--- config.mk ---
export PLATFORM = sky130hd
export DESIGN_NAME = memory_test_sequencer_top_flat
export DESIGN_NICKNAME = d
export VERILOG_FILES = /design/src/mts_pkg.sv /design/src/mts_in_if.sv /design/src/mts_out_if.sv /design/src/memory_test_sequencer_top.sv /design/src/flat_wrapper.sv
export SDC_FILE = /design/constraint.sdc
export NUM_CORES = 1
export LEC_CHECK = 0
export BUFFER_PORTS_ARGS = -buffer_cell sky130_fd_sc_hd__buf_2
export CORE_MARGIN = 2
export CORE_UTILIZATION = 60
export DETAILED_ROUTE_END_ITERATION = 10
export PLACE_DENSITY_LB_ADDON = 0.2
export REMOVE_ABC_BUFFERS = 1
export SETUP_SLACK_MARGIN = 0.4
export SYNTH_ARGS = -nofsm -noshare
export SYNTH_HDL_FRONTEND = slang
export SYNTH_SLANG_ARGS = --single-unit
--- constraint.sdc ---
create_clock -name clk -period 5.85 [get_ports clk]
set_input_delay 0.8775 -clock clk [delete_from_list [all_inputs] [get_ports clk]]
set_output_delay 0.8775 -clock clk [all_outputs]
set_load 0.02 [all_outputs]
--- src/mts_pkg.sv ---
// Package for the memory test sequencer: codes, widths and the walking-pattern table.
package mts_pkg;

  localparam int DATA_W  = 32;
  localparam int OFF_W   = 30;
  localparam int CFG_IW  = 2;
  localparam int CFG_DW  = 32;

  // Configuration register indexes.
  localparam logic [CFG_IW-1:0] CFG_TEST_MODE     = 2'd0;
  localparam logic [CFG_IW-1:0] CFG_WORD_COUNT    = 2'd1;
  localparam logic [CFG_IW-1:0] CFG_QUICK_PATTERN = 2'd2;
  localparam logic [CFG_IW-1:0] CFG_DESCENDING    = 2'd3;

  localparam logic [OFF_W-1:0]  WORD_COUNT_RST = 30'd1024;
  localparam logic [DATA_W-1:0] ADDR_PATTERN   = 32'haaaaaaaa;
  localparam logic [DATA_W-1:0] ADDR_ANTI      = 32'h55555555;

  typedef enum logic [1:0] {
    CMD_START   = 2'd0,
    CMD_ADVANCE = 2'd1,
    CMD_ABORT   = 2'd2
  } cmd_t;

  typedef enum logic [1:0] {
    ACC_NONE  = 2'd0,
    ACC_WRITE = 2'd1,
    ACC_READ  = 2'd2
  } acc_t;

  typedef enum logic [3:0] {
    PH_IDLE   = 4'd0,
    PH_DL     = 4'd1,
    PH_AFILL  = 4'd2,
    PH_HANTI  = 4'd3,
    PH_HREAD  = 4'd4,
    PH_HREST  = 4'd5,
    PH_LANTI  = 4'd6,
    PH_LREAD  = 4'd7,
    PH_LREST  = 4'd8,
    PH_IFILL  = 4'd9,
    PH_ICHECK = 4'd10,
    PH_IZERO  = 4'd11,
    PH_DONE   = 4'd12,
    PH_QFILL  = 4'd13,
    PH_QREAD  = 4'd14,
    PH_ABORT  = 4'd15
  } phase_t;

  // Base values of the data-line walk; each is shifted left until it leaves the word.
  function automatic logic [DATA_W-1:0] walk_base(input logic [2:0] idx);
    logic [DATA_W-1:0] val;
    case (idx)
      3'd0:    val = 32'h00000001;
      3'd1:    val = 32'h00000003;
      3'd2:    val = 32'h00000007;
      3'd3:    val = 32'h0000000F;
      3'd4:    val = 32'h00000005;
      3'd5:    val = 32'h00000015;
      3'd6:    val = 32'h00000055;
      default: val = 32'haaaaaaaa;
    endcase
    return val;
  endfunction

endpackage

--- src/mts_in_if.sv ---
// Request channel into the memory test sequencer.
interface mts_in_if
  import mts_pkg::*;
();
  logic              valid;
  logic              ready;
  logic [1:0]        command;
  logic [DATA_W-1:0] read_data;

  modport source (output valid, output command, output read_data, input ready);
  modport sink   (input valid, input command, input read_data, output ready);
endinterface

--- src/mts_out_if.sv ---
// Result channel out of the memory test sequencer.
interface mts_out_if
  import mts_pkg::*;
();
  logic              valid;
  logic              ready;
  logic [1:0]        access;
  logic              to_parking;
  logic [OFF_W-1:0]  word_offset;
  logic [DATA_W-1:0] write_data;
  logic              mismatch;
  logic [DATA_W-1:0] error_count;
  logic              finished;
  logic              aborted;

  modport source (output valid, output access, output to_parking, output word_offset,
                  output write_data, output mismatch, output error_count,
                  output finished, output aborted, input ready);
  modport sink   (input valid, input access, input to_parking, input word_offset,
                  input write_data, input mismatch, input error_count,
                  input finished, input aborted, output ready);
endinterface

--- src/memory_test_sequencer_top.sv ---
// Top level of the memory test sequencer: request register, step logic, result register.
//
// Usage: each request on in_ch carries a command (start, advance, abort) and the data
// returned by the memory for the read issued on the previous advance. Each request
// yields exactly one result on out_ch: the memory access to perform (none, write or
// read), its word offset, write data and parking flag, plus the compare outcome,
// the saturating error count and the finished/aborted status.
// A request taken into the request register is processed by the combinational step
// logic and registered in the result register, from which out_ch can take it.
// Throughput is one request per cycle while the receiver takes results: the step logic
// is a single pass over the sequencer state, so a new request can enter every clock.
// The configuration port (cfg_we, cfg_index, cfg_wdata) writes test_mode, word_count,
// quick_pattern, descending; user must write with no test request in flight (unchecked).
// Reset (rst_n low, synchronous) empties both registers, puts the sequencer in idle
// and loads the register defaults (word_count 1024, others zero).
// When the receiver stalls, the result register holds its value; the request register
// still takes one more request, and then in_ch.ready drops until the result is taken.
module memory_test_sequencer_top
  import mts_pkg::*;
(
  input  logic              clk,
  input  logic              rst_n,
  mts_in_if.sink            in_ch,
  mts_out_if.source         out_ch,
  input  logic              cfg_we,
  input  logic [CFG_IW-1:0] cfg_index,
  input  logic [CFG_DW-1:0] cfg_wdata
);

  // Configuration registers.
  logic              test_mode_r;
  logic [OFF_W-1:0]  word_count_r;
  logic [DATA_W-1:0] quick_pattern_r;
  logic              descending_r;

  // Request register.
  logic              in_valid_r;
  logic [1:0]        command_r;
  logic [DATA_W-1:0] read_data_r;

  // Sequencer state.
  phase_t            phase_r, phase_nxt;
  logic [2:0]        sub_step_r, sub_step_nxt;
  logic [2:0]        pattern_index_r, pattern_index_nxt;
  logic [DATA_W-1:0] walking_r, walking_nxt;
  logic [OFF_W-1:0]  probe_r, probe_nxt;
  logic [OFF_W-1:0]  scan_r, scan_nxt;
  logic [DATA_W-1:0] seq_r, seq_nxt;
  logic [DATA_W-1:0] expected_r, expected_nxt;
  logic              awaiting_r, awaiting_nxt;
  logic [DATA_W-1:0] total_r, total_nxt;

  // Result register.
  logic              out_valid_r;
  acc_t              access_r, access_nxt;
  logic              park_r, park_nxt;
  logic [OFF_W-1:0]  offset_r, offset_nxt;
  logic [DATA_W-1:0] wdata_r, wdata_nxt;
  logic              mism_r, mism_nxt;
  logic [DATA_W-1:0] count_r;
  logic              finished_r;
  logic              aborted_r;

  logic              step_en;

  // Power-of-two and linear offset steps, with their end conditions.
  logic [OFF_W:0]    probe_dbl, scan_dbl, scan_inc, wc_ext, wc_plus1;
  logic              probe_pow_ok, scan_pow_ok, lin_ok_wc, lin_ok_wc1;
  logic [DATA_W-1:0] quick_start;
  logic [DATA_W-1:0] seq_step;

  assign step_en     = in_valid_r && (!out_valid_r || out_ch.ready);
  assign in_ch.ready = !in_valid_r || step_en;

  assign probe_dbl    = {probe_r, 1'b0};
  assign scan_dbl     = {scan_r, 1'b0};
  assign scan_inc     = {1'b0, scan_r} + {{OFF_W{1'b0}}, 1'b1};
  assign wc_ext       = {1'b0, word_count_r};
  assign wc_plus1     = wc_ext + {{OFF_W{1'b0}}, 1'b1};
  assign probe_pow_ok = !probe_dbl[OFF_W] && (probe_dbl < wc_ext);
  assign scan_pow_ok  = !scan_dbl[OFF_W] && (scan_dbl < wc_ext);
  assign lin_ok_wc    = !scan_inc[OFF_W] && (scan_inc < wc_ext);
  assign lin_ok_wc1   = !scan_inc[OFF_W] && (scan_inc < wc_plus1);

  // First value of the quick sweep; the descending sweep negates or inverts it.
  always_comb begin
    quick_start = quick_pattern_r;
    if (descending_r) begin
      quick_start = quick_pattern_r[DATA_W-1] ? (~quick_pattern_r + 1'b1) : ~quick_pattern_r;
    end
  end

  assign seq_step = descending_r ? {DATA_W{1'b1}} : {{(DATA_W-1){1'b0}}, 1'b1};

  // Step logic: compare the returned read, issue one access, advance the phase.
  always_comb begin
    logic              bgn;
    phase_t            bgn_ph;
    logic [DATA_W-1:0] v;
    logic [DATA_W-1:0] shifted;

    bgn               = 1'b0;
    bgn_ph            = PH_IDLE;
    v                 = walking_r;
    shifted           = {walking_r[DATA_W-2:0], 1'b0};
    phase_nxt         = phase_r;
    sub_step_nxt      = sub_step_r;
    pattern_index_nxt = pattern_index_r;
    walking_nxt       = walking_r;
    probe_nxt         = probe_r;
    scan_nxt          = scan_r;
    seq_nxt           = seq_r;
    expected_nxt      = expected_r;
    awaiting_nxt      = awaiting_r;
    total_nxt         = total_r;
    access_nxt        = ACC_NONE;
    park_nxt          = 1'b0;
    offset_nxt        = '0;
    wdata_nxt         = '0;
    mism_nxt          = 1'b0;

    case (command_r)
      CMD_START: begin
        total_nxt    = '0;
        awaiting_nxt = 1'b0;
        bgn          = 1'b1;
        bgn_ph       = test_mode_r ? PH_QFILL : PH_DL;
      end
      CMD_ABORT: begin
        awaiting_nxt = 1'b0;
        phase_nxt    = PH_ABORT;
      end
      CMD_ADVANCE: begin
        // Check the data returned for the previous read.
        if (awaiting_r) begin
          awaiting_nxt = 1'b0;
          if (read_data_r != expected_r) begin
            mism_nxt = 1'b1;
            if (total_r != {DATA_W{1'b1}}) begin
              total_nxt = total_r + 1'b1;
            end
          end
        end

        // Issue the access of the current phase.
        case (phase_r)
          PH_DL: begin
            case (sub_step_r)
              3'd0: begin
                access_nxt = ACC_WRITE;
                wdata_nxt  = v;
              end
              3'd1: begin
                access_nxt = ACC_WRITE;
                park_nxt   = 1'b1;
                wdata_nxt  = ~v;
              end
              3'd2: begin
                access_nxt   = ACC_READ;
                expected_nxt = v;
                awaiting_nxt = 1'b1;
              end
              3'd3: begin
                access_nxt = ACC_WRITE;
                wdata_nxt  = ~v;
              end
              3'd4: begin
                access_nxt = ACC_WRITE;
                park_nxt   = 1'b1;
                wdata_nxt  = v;
              end
              default: begin
                access_nxt   = ACC_READ;
                expected_nxt = ~v;
                awaiting_nxt = 1'b1;
              end
            endcase
            if (sub_step_r < 3'd5) begin
              sub_step_nxt = sub_step_r + 1'b1;
            end else begin
              sub_step_nxt = '0;
              walking_nxt  = shifted;
              if (shifted == '0) begin
                if (pattern_index_r == 3'd7) begin
                  bgn    = 1'b1;
                  bgn_ph = PH_AFILL;
                end else begin
                  pattern_index_nxt = pattern_index_r + 1'b1;
                  walking_nxt       = walk_base(pattern_index_r + 1'b1);
                end
              end
            end
          end
          PH_AFILL: begin
            access_nxt = ACC_WRITE;
            offset_nxt = probe_r;
            wdata_nxt  = ADDR_PATTERN;
            if (probe_pow_ok) begin
              probe_nxt = probe_dbl[OFF_W-1:0];
            end else begin
              bgn    = 1'b1;
              bgn_ph = PH_HANTI;
            end
          end
          PH_HANTI: begin
            access_nxt = ACC_WRITE;
            wdata_nxt  = ADDR_ANTI;
            bgn        = 1'b1;
            bgn_ph     = PH_HREAD;
          end
          PH_HREAD: begin
            access_nxt   = ACC_READ;
            offset_nxt   = scan_r;
            expected_nxt = ADDR_PATTERN;
            awaiting_nxt = 1'b1;
            if (scan_pow_ok) begin
              scan_nxt = scan_dbl[OFF_W-1:0];
            end else begin
              bgn    = 1'b1;
              bgn_ph = PH_HREST;
            end
          end
          PH_HREST: begin
            access_nxt = ACC_WRITE;
            wdata_nxt  = ADDR_PATTERN;
            bgn        = 1'b1;
            bgn_ph     = PH_LANTI;
          end
          PH_LANTI: begin
            access_nxt = ACC_WRITE;
            offset_nxt = probe_r;
            wdata_nxt  = ADDR_ANTI;
            bgn        = 1'b1;
            bgn_ph     = PH_LREAD;
          end
          PH_LREAD: begin
            // The probed word itself holds the inverse pattern and is not compared.
            access_nxt   = ACC_READ;
            offset_nxt   = scan_r;
            expected_nxt = ADDR_PATTERN;
            awaiting_nxt = (scan_r != probe_r);
            if (scan_pow_ok) begin
              scan_nxt = scan_dbl[OFF_W-1:0];
            end else begin
              bgn    = 1'b1;
              bgn_ph = PH_LREST;
            end
          end
          PH_LREST: begin
            access_nxt = ACC_WRITE;
            offset_nxt = probe_r;
            wdata_nxt  = ADDR_PATTERN;
            if (probe_pow_ok) begin
              probe_nxt = probe_dbl[OFF_W-1:0];
              phase_nxt = PH_LANTI;
            end else begin
              bgn    = 1'b1;
              bgn_ph = PH_IFILL;
            end
          end
          PH_IFILL: begin
            access_nxt = ACC_WRITE;
            offset_nxt = scan_r;
            wdata_nxt  = seq_r;
            seq_nxt    = seq_r + 1'b1;
            if (lin_ok_wc1) begin
              scan_nxt = scan_inc[OFF_W-1:0];
            end else begin
              bgn    = 1'b1;
              bgn_ph = PH_ICHECK;
            end
          end
          PH_ICHECK, PH_IZERO: begin
            offset_nxt = scan_r;
            if (sub_step_r == '0) begin
              access_nxt   = ACC_READ;
              expected_nxt = (phase_r == PH_ICHECK) ? seq_r : ~seq_r;
              awaiting_nxt = 1'b1;
              sub_step_nxt = 3'd1;
            end else begin
              access_nxt   = ACC_WRITE;
              wdata_nxt    = (phase_r == PH_ICHECK) ? ~seq_r : '0;
              sub_step_nxt = '0;
              seq_nxt      = seq_r + 1'b1;
              if (lin_ok_wc1) begin
                scan_nxt = scan_inc[OFF_W-1:0];
              end else begin
                bgn    = 1'b1;
                bgn_ph = (phase_r == PH_ICHECK) ? PH_IZERO : PH_DONE;
              end
            end
          end
          PH_QFILL, PH_QREAD: begin
            offset_nxt = scan_r;
            if (phase_r == PH_QFILL) begin
              access_nxt = ACC_WRITE;
              wdata_nxt  = seq_r;
            end else begin
              access_nxt   = ACC_READ;
              expected_nxt = seq_r;
              awaiting_nxt = 1'b1;
            end
            seq_nxt = seq_r + seq_step;
            if (lin_ok_wc) begin
              scan_nxt = scan_inc[OFF_W-1:0];
            end else begin
              bgn    = 1'b1;
              bgn_ph = (phase_r == PH_QFILL) ? PH_QREAD : PH_DONE;
            end
          end
          default: begin
          end
        endcase
      end
      default: begin
      end
    endcase

    // Entry into a new phase; the address checks skip ahead on a region below two words.
    if (bgn) begin
      sub_step_nxt = '0;
      case (bgn_ph)
        PH_DL: begin
          pattern_index_nxt = '0;
          walking_nxt       = walk_base(3'd0);
          phase_nxt         = PH_DL;
        end
        PH_AFILL: begin
          if (word_count_r > 30'd1) begin
            probe_nxt = 30'd1;
            phase_nxt = PH_AFILL;
          end else begin
            phase_nxt = PH_HANTI;
          end
        end
        PH_HREAD: begin
          if (word_count_r > 30'd1) begin
            scan_nxt  = 30'd1;
            phase_nxt = PH_HREAD;
          end else begin
            phase_nxt = PH_HREST;
          end
        end
        PH_LANTI: begin
          if (word_count_r > 30'd1) begin
            probe_nxt = 30'd1;
            phase_nxt = PH_LANTI;
          end else begin
            scan_nxt  = '0;
            seq_nxt   = 32'd1;
            phase_nxt = PH_IFILL;
          end
        end
        PH_LREAD: begin
          scan_nxt  = 30'd1;
          phase_nxt = PH_LREAD;
        end
        PH_IFILL, PH_ICHECK, PH_IZERO: begin
          scan_nxt  = '0;
          seq_nxt   = 32'd1;
          phase_nxt = bgn_ph;
        end
        PH_QFILL: begin
          if (word_count_r != '0) begin
            scan_nxt  = '0;
            seq_nxt   = quick_start;
            phase_nxt = PH_QFILL;
          end else begin
            phase_nxt = PH_DONE;
          end
        end
        PH_QREAD: begin
          scan_nxt  = '0;
          seq_nxt   = quick_start;
          phase_nxt = PH_QREAD;
        end
        default: begin
          phase_nxt = bgn_ph;
        end
      endcase
    end
  end

  // Configuration register writes.
  always_ff @(posedge clk) begin
    if (!rst_n) begin
      test_mode_r     <= 1'b0;
      word_count_r    <= WORD_COUNT_RST;
      quick_pattern_r <= '0;
      descending_r    <= 1'b0;
    end else if (cfg_we) begin
      case (cfg_index)
        CFG_TEST_MODE:     test_mode_r     <= cfg_wdata[0];
        CFG_WORD_COUNT:    word_count_r    <= cfg_wdata[OFF_W-1:0];
        CFG_QUICK_PATTERN: quick_pattern_r <= cfg_wdata[DATA_W-1:0];
        CFG_DESCENDING:    descending_r    <= cfg_wdata[0];
        default: begin
        end
      endcase
    end
  end

  // Request register.
  always_ff @(posedge clk) begin
    if (!rst_n) begin
      in_valid_r <= 1'b0;
    end else if (in_ch.ready) begin
      in_valid_r <= in_ch.valid;
    end
  end

  always_ff @(posedge clk) begin
    if (in_ch.ready && in_ch.valid) begin
      command_r   <= in_ch.command;
      read_data_r <= in_ch.read_data;
    end
  end

  // Sequencer state.
  always_ff @(posedge clk) begin
    if (!rst_n) begin
      phase_r         <= PH_IDLE;
      sub_step_r      <= '0;
      pattern_index_r <= '0;
      walking_r       <= '0;
      probe_r         <= '0;
      scan_r          <= '0;
      seq_r           <= '0;
      expected_r      <= '0;
      awaiting_r      <= 1'b0;
      total_r         <= '0;
    end else if (step_en) begin
      phase_r         <= phase_nxt;
      sub_step_r      <= sub_step_nxt;
      pattern_index_r <= pattern_index_nxt;
      walking_r       <= walking_nxt;
      probe_r         <= probe_nxt;
      scan_r          <= scan_nxt;
      seq_r           <= seq_nxt;
      expected_r      <= expected_nxt;
      awaiting_r      <= awaiting_nxt;
      total_r         <= total_nxt;
    end
  end

  // Result register.
  always_ff @(posedge clk) begin
    if (!rst_n) begin
      out_valid_r <= 1'b0;
    end else if (step_en) begin
      out_valid_r <= 1'b1;
    end else if (out_ch.ready) begin
      out_valid_r <= 1'b0;
    end
  end

  always_ff @(posedge clk) begin
    if (step_en) begin
      access_r   <= access_nxt;
      park_r     <= park_nxt;
      offset_r   <= offset_nxt;
      wdata_r    <= wdata_nxt;
      mism_r     <= mism_nxt;
      count_r    <= total_nxt;
      finished_r <= (phase_nxt == PH_DONE) && !awaiting_nxt;
      aborted_r  <= (phase_nxt == PH_ABORT);
    end
  end

  assign out_ch.valid       = out_valid_r;
  assign out_ch.access      = access_r;
  assign out_ch.to_parking  = park_r;
  assign out_ch.word_offset = offset_r;
  assign out_ch.write_data  = wdata_r;
  assign out_ch.mismatch    = mism_r;
  assign out_ch.error_count = count_r;
  assign out_ch.finished    = finished_r;
  assign out_ch.aborted     = aborted_r;

  // A reported mismatch always leaves a nonzero error count.
  a_mism_counted: assert property (@(posedge clk) disable iff (!rst_n)
    out_valid_r && mism_r |-> count_r != '0)
    else $error("mismatch reported with zero error count");

  // Finished and aborted are never reported together.
  a_status_excl: assert property (@(posedge clk) disable iff (!rst_n)
    out_valid_r |-> !(finished_r && aborted_r))
    else $error("finished and aborted both set");

  // Parking accesses are always writes.
  a_park_write: assert property (@(posedge clk) disable iff (!rst_n)
    out_valid_r && park_r |-> access_r == ACC_WRITE)
    else $error("parking access that is not a write");

  // An outstanding read exists only inside a running or completed test.
  a_await_phase: assert property (@(posedge clk) disable iff (!rst_n)
    awaiting_r |-> phase_r != PH_IDLE && phase_r != PH_ABORT)
    else $error("outstanding read while idle or aborted");

endmodule

--- src/flat_wrapper.sv ---
// flat-port wrapper written by rule: the top's interface ports become plain ports
module memory_test_sequencer_top_flat import mts_pkg::*;
  (clk, rst_n, cfg_we, cfg_index, cfg_wdata, in_ch_valid, in_ch_command, in_ch_read_data, in_ch_ready, out_ch_valid, out_ch_access, out_ch_to_parking, out_ch_word_offset, out_ch_write_data, out_ch_mismatch, out_ch_error_count, out_ch_finished, out_ch_aborted, out_ch_ready);
  mts_in_if in_ch_i ();
  mts_out_if out_ch_i ();
  input  logic clk;
  input  logic rst_n;
  input  logic cfg_we;
  input  logic [CFG_IW-1:0] cfg_index;
  input  logic [CFG_DW-1:0] cfg_wdata;
  input wire logic [$bits(in_ch_i.valid)-1:0] in_ch_valid;
  input wire logic [$bits(in_ch_i.command)-1:0] in_ch_command;
  input wire logic [$bits(in_ch_i.read_data)-1:0] in_ch_read_data;
  output wire logic [$bits(in_ch_i.ready)-1:0] in_ch_ready;
  output wire logic [$bits(out_ch_i.valid)-1:0] out_ch_valid;
  output wire logic [$bits(out_ch_i.access)-1:0] out_ch_access;
  output wire logic [$bits(out_ch_i.to_parking)-1:0] out_ch_to_parking;
  output wire logic [$bits(out_ch_i.word_offset)-1:0] out_ch_word_offset;
  output wire logic [$bits(out_ch_i.write_data)-1:0] out_ch_write_data;
  output wire logic [$bits(out_ch_i.mismatch)-1:0] out_ch_mismatch;
  output wire logic [$bits(out_ch_i.error_count)-1:0] out_ch_error_count;
  output wire logic [$bits(out_ch_i.finished)-1:0] out_ch_finished;
  output wire logic [$bits(out_ch_i.aborted)-1:0] out_ch_aborted;
  input wire logic [$bits(out_ch_i.ready)-1:0] out_ch_ready;
  assign in_ch_i.valid = in_ch_valid;
  assign in_ch_i.command = in_ch_command;
  assign in_ch_i.read_data = in_ch_read_data;
  assign in_ch_ready = in_ch_i.ready;
  assign out_ch_valid = out_ch_i.valid;
  assign out_ch_access = out_ch_i.access;
  assign out_ch_to_parking = out_ch_i.to_parking;
  assign out_ch_word_offset = out_ch_i.word_offset;
  assign out_ch_write_data = out_ch_i.write_data;
  assign out_ch_mismatch = out_ch_i.mismatch;
  assign out_ch_error_count = out_ch_i.error_count;
  assign out_ch_finished = out_ch_i.finished;
  assign out_ch_aborted = out_ch_i.aborted;
  assign out_ch_i.ready = out_ch_ready;
  memory_test_sequencer_top u_core (.clk(clk), .rst_n(rst_n), .in_ch(in_ch_i), .out_ch(out_ch_i), .cfg_we(cfg_we), .cfg_index(cfg_index), .cfg_wdata(cfg_wdata));
endmodule
# Word-level counts from Yosys, hierarchy flattened
# Cells that the tools add are included.
totals:
  regBits: 399
  in_bits: 73
  out_inout_bits: 102
  wordCells: 251
op_classes:
  n_addsub: 8
  magnitude_cmp: 6
  n_eq_ne: 47
  muxes: 110
  n_bitwise: 3
  n_reduce_logical: 51
op_table:
  columns: ["op", "count"]
  rows:
  - ["$mux 32", 24]
  - ["$mux 30", 15]
  - ["$pmux 32 s4", 2]
  - ["$pmux 32 s7", 1]
  - ["$pmux 32 s2", 3]
  - ["$pmux 32 s6", 1]
  - ["$pmux 30 s5", 1]
  - ["$pmux 30 s4", 1]
  - ["$add 32x1->32 const B", 3]
  - ["$not 32->32", 3]
  - ["$pmux 32 s3", 1]
  - ["$lt 31x30->1", 3]
  - ["$add 30x1->31 const B", 2]
  - ["$pmux 30 s2", 1]
  - ["$eq 4x4->1 const B", 13]
  - ["$mux 4", 13]
  - ["$pmux 4 s11", 1]
  - ["$mux 3", 12]
  - ["$add 32x32->32", 1]
  - ["$ne 32x32->1", 1]
  - ["$ne 32x32->1 const B", 1]
  - ["$logic_not 31->1", 1]
  - ["$lt 31x31->1", 1]
  - ["$gt 30x1->1 const B", 1]
  - ["other kinds (39)", 119]

# Longest topological paths before layout
logic_depth:
  depth_word: 12
  mapped_depth: 28
  mapped_depth_nobuf: 23

# Worst setup path before layout
# Ideal clock, no wire load.
synth_path:
  path_kind: "reg2reg"
  from: "reg u_core.scan_r[3]"
  to: "reg u_core.scan_r[18]"
  setup_ns: 0.061
  arrival_time_ns: 5.290
  required_time_ns: 5.789
  setup_slack_ns: 0.499
  path_stages_with_launch: 26
  n_path_buf: 4
  synth_period_minus_slack_ns: 5.351
  path_cell_list: "dfxtp_1 -> buf_2 -> and3_1 -> nand3_1 -> nor2_1 -> and3_1 -> clkbuf_1 -> nand2_1 -> nor2_1 -> nand2_1 -> nor2_1 -> xor2_1 -> ha_1 -> and3_1 -> a221oi_1 -> o311a_1 -> a21bo_2 -> a32oi_1 -> a21oi_1 -> or2_2 -> buf_2 -> a221oi_1 -> nor3_2 -> a21boi_2 -> buf_2 -> a32o_1"
synth_via:
  elab_chain_cells: 11
  word_cells_on_any_way: 42
  cone_classes: "add/sub: 1; order compare: 3; eq/ne: 8; mux: 25; reduce/logical: 5"
synth_lines:
  columns: ["item", "line_no", "text"]
  rows:
  - ["from (decl)", "memory_test_sequencer_top.sv:47", "logic [OFF_W-1:0] scan_r, scan_nxt;"]
  - ["from (signal assigned)", "memory_test_sequencer_top.sv:438", "scan_r <= scan_nxt;"]
  - ["$add 30x1->31", "memory_test_sequencer_top.sv:77", "assign scan_inc = {1'b0, scan_r} + {{OFF_W{1'b0}}, 1'b1};"]
  - ["$lt 31x31->1 / $logic_not 1->1 (equally long branches)", "memory_test_sequencer_top.sv:83, memory_test_sequencer_top.sv:82", null]
  - ["$logic_and 1x1->1", "memory_test_sequencer_top.sv:83", "assign lin_ok_wc1 = !scan_inc[OFF_W] && (scan_inc < wc_plus1);"]
  - ["$mux 4", "memory_test_sequencer_top.sv:285", "if (lin_ok_wc1) begin"]
  - ["$mux 4", "memory_test_sequencer_top.sv:275", "if (sub_step_r == '0) begin"]
  - ["$pmux 4 s11", "memory_test_sequencer_top.sv:146", "case (phase_r)"]
  - ["$pmux 4 s2", "memory_test_sequencer_top.sv:122", "case (command_r)"]
  - ["$eq 4x4->1", "memory_test_sequencer_top.sv:322", "case (bgn_ph)"]
  - ["$reduce_or 4->1 (no source line)", null, null]
  - ["$pmux 30 s5", "memory_test_sequencer_top.sv:322", null]
  - ["$mux 30 *", "memory_test_sequencer_top.sv:320", "if (bgn) begin"]
# Mark *: on every way between the ends. The rest lies on a longest branch, timed or not.
# A chain may end at the register's enable or synchronous reset.

# Worst setup path after layout
layout_path:
  from: "reg u_core.word_count_r[28]"
  to: "reg u_core.scan_r[2]"
layout_via:
  elab_chain_cells: 11
  word_cells_on_any_way: 48
  cone_classes: "add/sub: 1; order compare: 5; eq/ne: 8; mux: 28; reduce/logical: 6"
layout_lines:
  columns: ["item", "line_no", "text"]
  rows:
  - ["from (decl)", "memory_test_sequencer_top.sv:32", "logic [OFF_W-1:0] word_count_r;"]
  - ["from (signal assigned)", "memory_test_sequencer_top.sv:394", "CFG_WORD_COUNT: word_count_r <= cfg_wdata[OFF_W-1:0];"]
  - ["$add 30x1->31", "memory_test_sequencer_top.sv:79", "assign wc_plus1 = wc_ext + {{OFF_W{1'b0}}, 1'b1};"]
  - ["$lt 31x31->1", "memory_test_sequencer_top.sv:83", null]
  - ["$logic_and 1x1->1", "memory_test_sequencer_top.sv:83", null]
  - ["$mux 4", "memory_test_sequencer_top.sv:285", null]
  - ["$mux 4", "memory_test_sequencer_top.sv:275", null]
  - ["$pmux 4 s11", "memory_test_sequencer_top.sv:146", null]
  - ["$pmux 4 s2", "memory_test_sequencer_top.sv:122", null]
  - ["$eq 4x4->1", "memory_test_sequencer_top.sv:322", null]
  - ["$reduce_or 4->1 (no source line)", null, null]
  - ["$pmux 30 s5", "memory_test_sequencer_top.sv:322", null]
  - ["$mux 30 *", "memory_test_sequencer_top.sv:320", null]
# Marked as above.

==> flow_summary.yaml <==
clocking:
  htree_num_levels: 2
  clk_latency_ns: 0.60
  cts_sinks: 399
  root_buffer: "clkbuf_16"
  clockBufferDepth: 3
  cts_buffers: 44
  path_clk_slew_ns: 0.06
  cts_hold_buf: 0
  cts_tree: "done"
sta:
  hold_slack_ns: 0.453
  setup_tns_ns: 0
  period_minus_slack_ns: 5.27
  slew_viol_final: 0
  rsz0062_at_grt: "no"
  setup_violations: 0
  finalHoldViolations: 0
  worst_pin_slew_ns: 1.30
  finClkSkew_ns: 0.0362
  fmax_mhz: 190
  slew_headroom: 0.131
  fin_crit_sh: 0.901
synthesis:
  postSynthAreaPerCell_sq_um: 8.26
  ys_ff_latch: 399
  synth_seq_area_share: 0.351
  ys_types: 91
  ys_warn_count: 0
  synth_cells: 3215
  synth-edff-count: 134
  synth.area.top_cells: "dfxtp_1, edfxtp_1, ha_1"
  yosysTopAreaCell: "dfxtp_1"
  synthFlopType: "dfxtp_1"
  syn_area_sq_mm: 0.0266
  synth.top_cell.area_share: 0.200
  async_flop_share: 0
grt:
  grt_overflow: 0
  track_usage: 0.359
  antenna_found_initial: 2
  grt_pass1_wl_mm: 133
  grt_max_degree: 101
  grt_pass1_vias: 23800
final_layout:
  layout_commonest_cell: "nand2_1"
  utilization: 0.681
  layout-drive-gt1-share: 0.131
  final_cells: 3958
  layout_common_cells: "nand2_1, a21oi_1, dfxtp_1, nor2_1, ha_1"
  n_antenna_cell: 0
  layout.nets: 3607
  syn2layout_area_growth_pct: 12.6
route:
  routed_via_density: 6.53
  drtIter0Drc: 3543
  ant_nets: 0
  wire_per_inst_um: 21.6
  firstDrtPassIters: 10
  remaining_drc_errors: 0
  num_vias: 25900
  wl_mm: 85.6
floorplan:
  die_h_um: 214
  die_area_sq_mm: 0.0460
  core_area_sq_mm: 0.0439
  die_w_um: 214
  rows: 77
  ios: 175
  initial_utilization: 0.605
worst_setup_path:
  critical_path_required_ns: 6.36
  endpoint_kind: "register"
  path_max_fanout: 9
  start_kind: "register"
  cp_data_arrival_time_ns: 5.78
  critical_path_class: "register to register"
placed_design:
  gp_congestion: 0.976
  io_buffers: 174
  dp_cells: 3871
  dp_hpwl_mm: 62.1
flow_run:
  max_cap_violations: 0
power:
  power.leakage_uw: 0.0114
  total_power_uw: 6650
  vdd_ir_drop_max_mv: 0.239
  pwr_density_cell_mw_per_mm2: 222
worst_hold_path:
  holdCritPathClass: "primary input to register"
run_status:
  status: "completed"
-- through the flow --
stage                     setup slack [ns]  area (sq um)
after floorplan                      -1.69         25600
after global routing                 0.299         29900
final                                0.578         29900
after CTS                            0.374         29600
after detailed placement            0.0917         28100
after global placement               0.257         28100
-- final timing paths --
path | from | endpoint | slack (ns) | depth (start not counted)
min | in_ch_read_data[26] | u_core.read_data_r[26] | 0.45 | 1
min reg2reg | u_core.quick_pattern_r[25] | u_core.quick_pattern_r[25] | 0.48 | 2
max reg2reg | u_core.word_count_r[28] | u_core.scan_r[2] | 0.58 | 18
max | u_core.word_count_r[28] | u_core.scan_r[2] | 0.58 | 18
-- metal layers --
metal / GRT usage / wire length [um]
met1: 0.503 / 35700
met2: 0.561 / 38000
met3: 0.0661 / 8990
met4: 0.116 / 2850
met5: 0 / 13
-- cells by family after synthesis --
logic type	after synthesis	synth area share
mux	27	0.0102
buf+inv	327	0.0513
xor+xnor	213	0.0702
flops	399	0.351
compound gates	935	0.229
simple gates	1111	0.193
fa+ha+maj	203	0.0959
-- registers in the layout (all words and copies together), names as in the netlist, 32 cells and up --
name	count
u_core.quick_pattern_r	32
u_core.expected_r	32
u_core.walking_r	32
u_core.out_ch.error_count	32
u_core.read_data_r	32
u_core.out_ch.write_data	32
u_core.total_r	32
u_core.seq_r	32
-- cells in the mapped netlist (6+ instances only) --
master,number
or4_1,9
nor2_1,218
nor4_1,32
nor3b_1,6
ha_1,202
a222oi_1,32
buf_2,11
a21boi_0,6
nand3b_1,9
nor2b_1,16
a21oi_1,308
clkbuf_8,9
or2_2,12
xor2_1,63
or3_1,12
dfxtp_1,265
a22o_1,45
a211oi_1,52
nand2b_1,12
o22ai_1,12
a21o_1,30
clkbuf_1,182
a22oi_1,28
inv_1,110
o221ai_1,9
o21ai_0,201
a311oi_1,22
a31oi_1,18
a221oi_1,43
o211ai_1,21
nand4_1,46
nand2_1,464
nand3_1,109
buf_1,9
edfxtp_1,134
o31ai_1,17
mux2i_1,27
nor3_1,86
o41ai_1,6
and2_1,18
and3_1,35
o21a_1,14
xnor2_1,150
a32o_1,16
-- worst max-delay path: stages (launching register included) --
cell	delay (ns)
dfxtp_1	0.45
inv_1	0.23
ha_1	0.37
nand4b_1	0.23
nor4_2	0.59
inv_1	0.07
o311ai_0	0.79
buf_4	0.26
or2_2	0.16
nand2_1	0.08
nand4b_1	0.13
buf_4	0.20
a31oi_1	0.14
or3_1	0.37
o21ai_1	0.26
nor3_4	0.09
buf_4	0.16
or3_1	0.43
a21oi_1	0.16
-- power breakdown --
group | switching [uW] | internal (uW)
clock network | 1210 | 1650
registers | 91.9 | 2950
logic | 498 | 244
total | 1800 | 4840
-- cell type report --
| class | instances | area, sq um |
|---|---|---|
| clock inverter | 26 | 305 |
| fill | 3738 | 14000 |
| clock buffer | 55 | 1160 |
| multi-input combinational | 2489 | 16200 |
| tap | 592 | 741 |
| inverter | 112 | 430 |
| timing repair buffer | 285 | 1750 |
| sequential | 399 | 9330 |
-- timing repair --
| item | 4_1_cts | 5_1_grt |
|---|---|---|
| pin swaps | 1 | 6 |
| setup buffers | 1 | 5 |
| resized for setup | 5 | 48 |
| endpoints found under the setup margin | 30 | 132 |
(Power assumes the default switching activity.)
